**src/eap_pkg.sv**
```systemverilog
// ----------------------------------------------------------------------------
// eap_pkg
// Shared constants and types for the embedded absence penalty block.
// ----------------------------------------------------------------------------
package eap_pkg;

  localparam int COLUMNS_DEF  = 64;
  localparam int MAX_ROWS_DEF = 1024;
  localparam int ROW_W        = 64;
  localparam int CFG_W        = 7;
  localparam int TOTAL_W      = 16;
  localparam int GROUP        = 8;

  localparam logic [CFG_W-1:0] CFG_RESET = 7'd64;

  typedef struct packed {
    logic valid;
    logic last;
    logic pend_sat;
  } eap_ctl_t;

endpackage

```
**src/eap_columns.sv**
```systemverilog
// ----------------------------------------------------------------------------
// eap_columns
// Per-column seen-one flags and pending zero counters; registers the amount
// each column adds to the total for the accepted row.
// ----------------------------------------------------------------------------
module eap_columns #(
  parameter int COLUMNS  = eap_pkg::COLUMNS_DEF,
  parameter int MAX_ROWS = eap_pkg::MAX_ROWS_DEF,
  localparam int PEND_W  = $clog2(MAX_ROWS)
) (
  input  logic                            clk,
  input  logic                            rst_n,
  input  logic                            take,
  input  logic                            load,
  input  logic [eap_pkg::ROW_W-1:0]       row_bits,
  input  logic                            last_row,
  input  logic [eap_pkg::CFG_W-1:0]       active_columns,
  output logic [COLUMNS-1:0][PEND_W-1:0]  amount_r,
  output eap_pkg::eap_ctl_t               ctl_r
);

  localparam logic [PEND_W-1:0] LIMIT = PEND_W'(MAX_ROWS - 1);
  localparam logic [eap_pkg::CFG_W-1:0] NCOL = eap_pkg::CFG_W'(COLUMNS);

  logic [COLUMNS-1:0]             seen_r;
  logic [COLUMNS-1:0]             seen_nxt;
  logic [COLUMNS-1:0][PEND_W-1:0] pend_r;
  logic [COLUMNS-1:0][PEND_W-1:0] pend_nxt;
  logic [COLUMNS-1:0][PEND_W-1:0] amount_nxt;
  logic [eap_pkg::CFG_W-1:0]      n_act;
  logic                           psat;
  logic                           act;
  logic                           bit_in;
  logic                           full;

  always_comb begin
    n_act = (active_columns > NCOL) ? NCOL : active_columns;
    psat  = 1'b0;
    for (int c = 0; c < COLUMNS; c++) begin
      act    = eap_pkg::CFG_W'(c) < n_act;
      bit_in = row_bits[c];
      full   = pend_r[c] == LIMIT;
      amount_nxt[c] = (act && bit_in && seen_r[c]) ? pend_r[c] : '0;
      psat = psat | (act && !bit_in && seen_r[c] && full);
      seen_nxt[c] = act ? (seen_r[c] | bit_in) : seen_r[c];
      if (!act) begin
        pend_nxt[c] = pend_r[c];
      end else if (bit_in) begin
        pend_nxt[c] = '0;
      end else if (seen_r[c] && !full) begin
        pend_nxt[c] = pend_r[c] + PEND_W'(1);
      end else begin
        pend_nxt[c] = pend_r[c];
      end
    end
    if (last_row) begin
      seen_nxt = '0;
      pend_nxt = '0;
    end
  end

  always_ff @(posedge clk) begin
    if (!rst_n) begin
      seen_r <= '0;
      pend_r <= '0;
      ctl_r  <= '0;
    end else begin
      if (take) begin
        seen_r <= seen_nxt;
        pend_r <= pend_nxt;
      end
      if (load) begin
        ctl_r.valid    <= take;
        ctl_r.last     <= last_row;
        ctl_r.pend_sat <= psat;
      end
    end
  end

  always_ff @(posedge clk) begin
    if (load) begin
      amount_r <= amount_nxt;
    end
  end

endmodule

```
**src/eap_adder.sv**
```systemverilog
// ----------------------------------------------------------------------------
// eap_adder
// First level of the column sum: registered sums over groups of eight.
// ----------------------------------------------------------------------------
module eap_adder #(
  parameter int COLUMNS  = eap_pkg::COLUMNS_DEF,
  parameter int MAX_ROWS = eap_pkg::MAX_ROWS_DEF,
  localparam int PEND_W  = $clog2(MAX_ROWS),
  localparam int NGROUP  = (COLUMNS + eap_pkg::GROUP - 1) / eap_pkg::GROUP,
  localparam int GW      = PEND_W + 3
) (
  input  logic                            clk,
  input  logic                            rst_n,
  input  logic                            load,
  input  eap_pkg::eap_ctl_t               ctl_in,
  input  logic [COLUMNS-1:0][PEND_W-1:0]  amount,
  output logic [NGROUP-1:0][GW-1:0]       grp_r,
  output eap_pkg::eap_ctl_t               ctl_r
);

  logic [NGROUP*eap_pkg::GROUP-1:0][PEND_W-1:0] pad;
  logic [NGROUP-1:0][GW-1:0]                    grp_nxt;

  always_comb begin
    pad = '0;
    pad[COLUMNS-1:0] = amount;
    for (int g = 0; g < NGROUP; g++) begin
      grp_nxt[g] = '0;
      for (int k = 0; k < eap_pkg::GROUP; k++) begin
        grp_nxt[g] = grp_nxt[g] + GW'(pad[g*eap_pkg::GROUP + k]);
      end
    end
  end

  always_ff @(posedge clk) begin
    if (!rst_n) begin
      ctl_r <= '0;
    end else if (load) begin
      ctl_r <= ctl_in;
    end
  end

  always_ff @(posedge clk) begin
    if (load) begin
      grp_r <= grp_nxt;
    end
  end

endmodule

```
**src/eap_accum.sv**
```systemverilog
// ----------------------------------------------------------------------------
// eap_accum
// Saturating running total, overflow flag and the result register.
// ----------------------------------------------------------------------------
module eap_accum #(
  parameter int COLUMNS  = eap_pkg::COLUMNS_DEF,
  parameter int MAX_ROWS = eap_pkg::MAX_ROWS_DEF,
  localparam int PEND_W  = $clog2(MAX_ROWS),
  localparam int NGROUP  = (COLUMNS + eap_pkg::GROUP - 1) / eap_pkg::GROUP,
  localparam int GW      = PEND_W + 3
) (
  input  logic                              clk,
  input  logic                              rst_n,
  input  eap_pkg::eap_ctl_t                 ctl,
  input  logic [NGROUP-1:0][GW-1:0]         grp,
  input  logic                              out_ready,
  output logic                              out_valid_r,
  output logic [eap_pkg::TOTAL_W-1:0]       out_total_r,
  output logic                              out_over_r,
  output logic                              adv
);

  localparam int CW    = GW + 3;
  localparam int ACC_W = ((CW > eap_pkg::TOTAL_W) ? CW : eap_pkg::TOTAL_W) + 1;
  localparam logic [ACC_W-1:0] TOT_MAX =
    {{(ACC_W - eap_pkg::TOTAL_W){1'b0}}, {eap_pkg::TOTAL_W{1'b1}}};

  logic [eap_pkg::TOTAL_W-1:0] total_r;
  logic [eap_pkg::TOTAL_W-1:0] total_nxt;
  logic                        sat_r;
  logic                        sat_nxt;
  logic [CW-1:0]               row_sum;
  logic [ACC_W-1:0]            acc;
  logic                        over;
  logic                        take2;

  always_comb begin
    row_sum = '0;
    for (int g = 0; g < NGROUP; g++) begin
      row_sum = row_sum + CW'(grp[g]);
    end
    acc       = ACC_W'(total_r) + ACC_W'(row_sum);
    over      = acc > TOT_MAX;
    total_nxt = over ? {eap_pkg::TOTAL_W{1'b1}} : acc[eap_pkg::TOTAL_W-1:0];
    sat_nxt   = sat_r | over | ctl.pend_sat;
  end

  assign adv   = !ctl.valid || !ctl.last || !out_valid_r || out_ready;
  assign take2 = ctl.valid && adv;

  always_ff @(posedge clk) begin
    if (!rst_n) begin
      total_r     <= '0;
      sat_r       <= 1'b0;
      out_valid_r <= 1'b0;
    end else begin
      if (take2 && ctl.last) begin
        out_valid_r <= 1'b1;
      end else if (out_ready) begin
        out_valid_r <= 1'b0;
      end
      if (take2) begin
        if (ctl.last) begin
          total_r <= '0;
          sat_r   <= 1'b0;
        end else begin
          total_r <= total_nxt;
          sat_r   <= sat_nxt;
        end
      end
    end
  end

  always_ff @(posedge clk) begin
    if (take2 && ctl.last) begin
      out_total_r <= total_nxt;
      out_over_r  <= sat_nxt;
    end
  end

endmodule

```
**src/embedded_absence_penalty.sv**
```systemverilog
// ----------------------------------------------------------------------------
// embedded_absence_penalty
// Saturated sum of zeros embedded in each matrix column, one row per cycle;
// input stalls only while a held result blocks the next final row.
// Rows pass column, adder and result registers. Reset clears, columns 64.
// ----------------------------------------------------------------------------
module embedded_absence_penalty #(
  parameter int COLUMNS  = eap_pkg::COLUMNS_DEF,
  parameter int MAX_ROWS = eap_pkg::MAX_ROWS_DEF
) (
  input  logic                          clk,
  input  logic                          rst_n,
  input  logic                          in_tvalid,
  output logic                          in_tready,
  input  logic [eap_pkg::ROW_W-1:0]     in_tdata,   // [63:0] row_bits
  input  logic                          in_tlast,   // last_row
  output logic                          out_tvalid,
  input  logic                          out_tready,
  output logic [eap_pkg::TOTAL_W-1:0]   out_tdata,  // [15:0] penalty_total
  output logic                          out_tuser,  // [0] overflow
  input  logic                          cfg_valid,
  output logic                          cfg_ready,
  input  logic [eap_pkg::CFG_W-1:0]     cfg_data    // active_columns
);

  localparam int PEND_W = $clog2(MAX_ROWS);
  localparam int NGROUP = (COLUMNS + eap_pkg::GROUP - 1) / eap_pkg::GROUP;
  localparam int GW     = PEND_W + 3;

  logic [eap_pkg::CFG_W-1:0]     active_r;
  logic [COLUMNS-1:0][PEND_W-1:0] amount;
  logic [NGROUP-1:0][GW-1:0]      grp;
  eap_pkg::eap_ctl_t              ctl1;
  eap_pkg::eap_ctl_t              ctl2;
  logic                           load1;
  logic                           load2;
  logic                           take;

  assign cfg_ready = 1'b1;
  assign load1     = !ctl1.valid || load2;
  assign in_tready = load1;
  assign take      = in_tvalid && in_tready;

  always_ff @(posedge clk) begin
    if (!rst_n) begin
      active_r <= eap_pkg::CFG_RESET;
    end else if (cfg_valid) begin
      active_r <= cfg_data;
    end
  end

  eap_columns #(
    .COLUMNS  (COLUMNS),
    .MAX_ROWS (MAX_ROWS)
  ) u_columns (
    .clk            (clk),
    .rst_n          (rst_n),
    .take           (take),
    .load           (load1),
    .row_bits       (in_tdata),
    .last_row       (in_tlast),
    .active_columns (active_r),
    .amount_r       (amount),
    .ctl_r          (ctl1)
  );

  eap_adder #(
    .COLUMNS  (COLUMNS),
    .MAX_ROWS (MAX_ROWS)
  ) u_adder (
    .clk    (clk),
    .rst_n  (rst_n),
    .load   (load2),
    .ctl_in (ctl1),
    .amount (amount),
    .grp_r  (grp),
    .ctl_r  (ctl2)
  );

  eap_accum #(
    .COLUMNS  (COLUMNS),
    .MAX_ROWS (MAX_ROWS)
  ) u_accum (
    .clk         (clk),
    .rst_n       (rst_n),
    .ctl         (ctl2),
    .grp         (grp),
    .out_ready   (out_tready),
    .out_valid_r (out_tvalid),
    .out_total_r (out_tdata),
    .out_over_r  (out_tuser),
    .adv         (load2)
  );

endmodule
```
**config.mk**
```make
export PLATFORM = sky130hd
export DESIGN_NAME = embedded_absence_penalty
export DESIGN_NICKNAME = d
export VERILOG_FILES = /design/src/eap_pkg.sv /design/src/eap_columns.sv /design/src/eap_adder.sv /design/src/eap_accum.sv /design/src/embedded_absence_penalty.sv
export SDC_FILE = /design/constraint.sdc
export NUM_CORES = 2
export LEC_CHECK = 0
export ABC_AREA = 1
export BUFFER_PORTS_ARGS = -buffer_cell sky130_fd_sc_hd__buf_2
export CORE_ASPECT_RATIO = 0.5
export CORE_MARGIN = 3
export CORE_UTILIZATION = 60
export DETAILED_ROUTE_END_ITERATION = 8
export GPL_ROUTABILITY_DRIVEN = 0
export PLACE_DENSITY = 0.76
export SYNTH_ARGS = -nofsm -noshare
export SYNTH_HDL_FRONTEND = slang
export SYNTH_SLANG_ARGS = --single-unit
```
**constraint.sdc**
```tcl
create_clock -name clk -period 16.2 [get_ports clk]
set_input_delay 1.62 -clock clk [delete_from_list [all_inputs] [get_ports clk]]
set_output_delay 1.62 -clock clk [all_outputs]
set_load 0.02 [all_outputs]
```
## Word level (Yosys, flattened, before mapping)

Index checks and enable logic that the tools add are counted.

- Reduce and logical (&&, ||, !) cells: 780
- Mux-type cells: 264
- Bitwise operators: 129
- Eq/ne operators: 64
- $add $sub $neg: 128
- Magnitude comparators: 66

Operator list:

| kind | number |
|---|---|
| two-way mux 10 bit | 192 |
| adder 10 x 1 -> 10 bit (second input constant) | 64 |
| == test 10 bit (second input constant) | 64 |
| two-way mux 640 bit | 1 |
| adder 13 x 10 -> 13 bit | 48 |
| logical AND 1 bit | 387 |
| < comparator 6 x 7 -> 1 bit (first input constant) | 32 |
| AND reduction 3 bit | 64 |
| nonzero test 3 bit | 64 |
| logical NOT 1 bit | 132 |
| nonzero test 2 bit | 65 |
| OR 1 bit | 129 |
| AND reduction 2 bit | 64 |
| < comparator 5 x 7 -> 1 bit (first input constant) | 16 |
| adder 16 x 13 -> 16 bit | 6 |
| adder 10 x 10 -> 11 bit | 8 |
| two-way mux 1 bit | 67 |
| two-way mux 64 bit | 1 |
| < comparator 4 x 7 -> 1 bit (first input constant) | 8 |
| two-way mux 16 bit | 2 |
| < comparator 3 x 7 -> 1 bit (first input constant) | 4 |
| adder 16 x 16 -> 17 bit | 1 |
| > comparator 17 x 16 -> 1 bit (second input constant) | 1 |
| adder 13 x 13 -> 14 bit | 1 |
| other kinds (5) | 10 |

- Register bits: 1,496
- Input port bits: 77
- Output and inout port bits: 20

## Depth between registers and ports, before layout

- Word-level depth: 69
- Mapped depth: 37
- Gate-level depth less buffers: 36

## Hierarchy

A second synthesis with hierarchy kept.

- Cell total of the unflattened synthesis: 9,283
- Area, all modules: 82,636.8 sq um

Modules (own cells, without submodules):

| module | cells each | area an instance (sq um) | instances |
|---|---|---|---|
| eap_columns | 6,801 | 58,633.7 | 1 |
| eap_adder | 1,927 | 19,083.3 | 1 |
| eap_accum | 508 | 4,613.2 | 1 |
| embedded_absence_penalty | 47 | 306.5 | 1 |

## Worst setup path before layout

No wires, ideal clock.

- Path type: input port to flip-flop
- From: in out_tready
- To: reg u_columns.seen_r[11]
- Required time: 16.072 ns
- Arrival: 7.736 ns
- Library setup time: 0.128 ns
- Slack: 8.336 ns
- Cell stages on the path: 11
- Buffers on the path: 2
- Cells stage by stage: inv_1 nand2_1 nor2_4 nand2_4 nand2_4 a21oi_1 nand2_1 nand2_1 clkbuf_1 clkbuf_1 nor2_1

- Longest elaborated chain between the ends: 4

RTL lines:

| element | RTL line | text |
|---|---|---|
| start: declaration | embedded_absence_penalty.sv:18 | `input logic out_tready,` |
| logical OR 1 bit | eap_accum.sv:48 | `assign adv = !ctl.valid \|\| !ctl.last \|\| !out_valid_r \|\| out_ready;` |
| logical OR 1 bit | embedded_absence_penalty.sv:40 | `assign load1 = !ctl1.valid \|\| load2;` |
| named net in_tready | embedded_absence_penalty.sv:14 | `output logic in_tready,` |
| logical AND 1 bit | embedded_absence_penalty.sv:42 | `assign take = in_tvalid && in_tready;` |
| AND reduction 2 bit (no source line) | - |  |
| end signal: assignment | eap_columns.sv:69 | `seen_r <= seen_nxt;` |
| end: declaration | eap_columns.sv:25 | `logic [COLUMNS-1:0] seen_r;` |

The timed path passes the listed nets, and every way through them passes these cells.
A chain may end at the register's enable or synchronous reset.

## Final worst setup path

- From: reg u_adder.grp_r[0] in the netlist's numbering
- To: reg u_accum.total_r[2] in the netlist's numbering

- Longest elaborated chain between the ends: 11

RTL lines:

| element | RTL line | text |
|---|---|---|
| start: declaration | eap_adder.sv:17 | `output logic [NGROUP-1:0][GW-1:0] grp_r,` |
| start signal: assignment | eap_adder.sv:45 | `grp_r <= grp_nxt;` |
| adder 13 x 13 -> 14 bit * | eap_accum.sv:40 | `row_sum = row_sum + CW'(grp[g]);` |
| adder 16 x 13 -> 16 bit * (6 in a row) | eap_accum.sv:40 |  |
| adder 16 x 16 -> 17 bit * | eap_accum.sv:42 | `acc = ACC_W'(total_r) + ACC_W'(row_sum);` |
| > comparator 17 x 16 -> 1 bit | eap_accum.sv:43 | `over = acc > TOT_MAX;` |
| two-way mux 16 bit * | eap_accum.sv:44 | `total_nxt = over ? {eap_pkg::TOTAL_W{1'b1}} : acc[eap_pkg::TOTAL_W-1:0];` |
| named net u_accum.total_nxt, one bit | eap_accum.sv:29 | `logic [eap_pkg::TOTAL_W-1:0] total_nxt;` |
| two-way mux 16 bit * | eap_accum.sv:63 | `if (ctl.last) begin` |
| end signal: assignment | eap_accum.sv:67 | `total_r <= total_nxt;` |
| end: declaration | eap_accum.sv:28 | `logic [eap_pkg::TOTAL_W-1:0] total_r;` |

Mark *: on every way through the listed nets, which the timed path passes. The rest lies on a longest branch.

==> flow_summary_export.csv <==
group,metric,value,unit
status,status,"completed",
clock_network,worstSkewPairLatency,0.78,ns
floorplanning,coreArea,0.133,mm²
yosys,ys_top_cells_by_area,"edfxtp_1 28%, dfxtp_1 18%, fa_1 11%",
critical_path,slowest_stage,"fa_1",
critical_path,path_class,"register to register",
sta,timing.final.crit_share,43.0,%
global_routing,groute.usage.overall,29.7,%
routing,drt_wl_total,209000,µm
clock_network,clk_pin_slew,0.07,ns
sta,postLayoutSetupSlackWorst,9.24,ns
min_path,hp-class,"register to register",
floorplanning,initial_core_util,61.2,%
clock_network,cts_max_path_buffers,3,
power,peakVddDrop,0.0000975,V
finish,nNetsFinal,9984,
critical_path,worstSetupStartpointType,"register",
sta,fin_skew,0.0268,ns
clock_network,cts_root_buffer,"clkbuf_16",
clock_network,cts_tree,"yes",
sta,fin_tns_setup,0,ns
finish,final_cells,11000,
routing,drt_iter0_drc,6109,
sta,tightest_slew,1.35,ns
global_routing,grt_pass1_wl,324000,µm
yosys,synth_area,0.0815,mm²
yosys,yosys.area.top_type,"edfxtp_1",
yosys,ys_seq_elements,1496,
sta,period_minus_slack,6.96,ns
clock_network,cts_sinks,1496,
yosys,synth_seq_area_share,46.1,%
yosys,ys_warn_count,0,
critical_path,required,16.81,ns
routing,ant_nets,0,
global_routing,grt_max_degree,184,
power,total_power,7.80,mW
finish,area_growth,8.71,%
critical_path,crit_buf_inv,4,
critical_path,path_delay_family,"adder cells",
placed_design,hpwl,154000,µm
yosys,synth_edf_count,761,
yosys,yosys.area.top_type_share,28.0,%
floorplanning,ios,97,
routing,drcViolationCount,0,
critical_path,critPathArrivalTime,7.58,ns
sta,hold_viol_final,0,
routing,wl_per_cell,18.9,µm
floorplanning,placementRows,94,
sta,maxSlewHeadroom,9.49,%
floorplanning,fp.dieH,267,µm
placed_design,port_buffers,95,
sta,rsz0062_at_grt,"false",
clock_network,post_cts_buffers,0,
clock_network,ctsResizeCount,0,
clock_network,cts_made_buffers,136,
routing,vias,62100,
sta,maxSlewViolCount,0,
clock_network,h-tree-depth,4,
clock_network,ctsHoldBuffers,0,
power,power_density,88.0,mW/mm²
yosys,synth_nets,9807,
finish,drive_above_1_share,5.80,%
sta,finalSetupViolations,0,
yosys,syn_area_per_cell,9.11,µm²
yosys,synth_cell_types,58,
critical_path,cp-end-kind,"register",
floorplanning,die_w,527,µm
global_routing,grt.overflow.total,0,
sta,fmax,0.144,GHz
critical_path,cpMostUsedCell,"nand2_1",
critical_path,crit_fanout,17,
yosys,syn_inst,8944,
floorplanning,die_area,0.141,mm²
global_routing,antenna_found_initial,33,
placed_design,placed_cells,10800,
yosys,postSynth.asyncResetShare,0,%
yosys,synthFlopType,"edfxtp_1",
global_routing,grt_pass1_vias,58700,
placed_design,dp_slack,9.39,ns
routing,first_pass_iters,8,
run,drv_cap,0,
routing,vias_per_cell,5.63,
power,leakage,37.3,nW
critical_path,cpPeakStageDelay,0.57,ns
-- cells in the mapped netlist, types with 8 or more instances --
library cell  count
o21bai_1         28
fa_1            457
inv_1          1558
o211ai_1         11
a21boi_0         25
ha_1            329
o21ai_2           8
nor3_2           36
clkbuf_1         32
xor2_1          152
o21a_1           14
nor2_1         1237
nand3b_1         17
nand3_1         277
nor2_2           35
o21ai_0         236
or2_2             8
dfxtp_1         735
nor4_1           55
nor3_1          346
a21o_1           13
edfxtp_1        761
a21oi_2           9
a211oi_1        207
a31oi_1          27
inv_2            66
o21ai_1          49
nand4_1          72
nor2_4           10
buf_2            29
nand2_1        1179
nand2_2          19
xnor2_1          61
a21oi_1         779
nor3b_1          10
-- report_power, final --
group	internal, mW	switching (mW)	total (mW)	leakage [nW]
clock network	1.81	1.51	3.33	2.21
logic	0.116	0.328	0.445	19.8
registers	3.99	0.0339	4.02	15.3
total	5.92	1.88	7.80	37.3
-- registers in the layout, indices dropped and copies added, names as in the netlist --
name	flops
active_r	7
u_accum.out_total_r	16
u_adder.ctl_r	3
u_adder.grp_r	104
u_accum.total_r	16
u_columns.ctl_r	3
u_accum.sat_r	1
u_accum.out_over_r	1
u_accum.out_valid_r	1
u_columns.seen_r	64
u_columns.amount_r	640
u_columns.pend_r	640
-- metal layers --
metal	global-route usage, %	part of all wire [%]
met5	0	0.065
met2	45.3	43
met3	7.30	11
met4	9.99	3.4
met1	41.9	43
-- metrics by stage --
step                      hold WS [ns]  util, %  instance area [µm²]
final                            0.468     66.5                88600
after global routing             0.491     66.5                88600
after CTS                        0.464     66.5                88500
after detailed placement         0.451     63.1                84000
after global placement           0.435     63.1                84000
after floorplan                  0.422        -                81500
-- kinds of logic after synthesis --
group,Yosys count,synth area share [%]
buffers and inverters,1704,7.96
other,1,0.00460
DFF,1496,46.1
adders and majority gates,786,16.3
and+or+nand+nor,3323,17.5
AOI/OAI and AO/OA,1421,9.82
xor gates and xnor gates,213,2.29
-- path summary, 6_finish.rpt --
kind	from	end	slack, ns	cells past startpoint
hold / removal	u_columns.pend_r[28]	u_columns.pend_r[28]	0.47	2
setup reg to reg	u_adder.grp_r[0]	u_accum.total_r[2]	9.24	35
hold reg to reg	u_columns.pend_r[28]	u_columns.pend_r[28]	0.47	2
setup / recovery	u_adder.grp_r[0]	u_accum.total_r[2]	9.24	35
-- worst min-delay path, stage by stage (launching register included) --
cell and delay, ns:
dfxtp_1 0.31, nand2_1 0.06, a21oi_1 0.05
-- layout by cell type, fill, tap and decap left out, types with 94 or more instances in the layout --
cell / n
ha_1: 329
inv_1: 1557
nand3_1: 277
o21ai_0: 236
a211oi_1: 207
edfxtp_1: 761
nand2_1: 1178
dfxtp_1: 735
a21oi_1: 778
clkbuf_16: 140
xor2_1: 152
fa_1: 457
nor3_1: 346
nor2_1: 1237
buf_2: 94
-- layout make-up --
type	instances	area (µm²)
fillers	10500	44600
clock buffers	187	3790
diodes	13	32.5
multi-input cells	5744	37400
well taps	1776	2220
inverters	1628	6130
repair buffers	115	669
clock inverters	67	716
flip-flops and latches	1496	37600
Power figures use the tool's default switching activity.
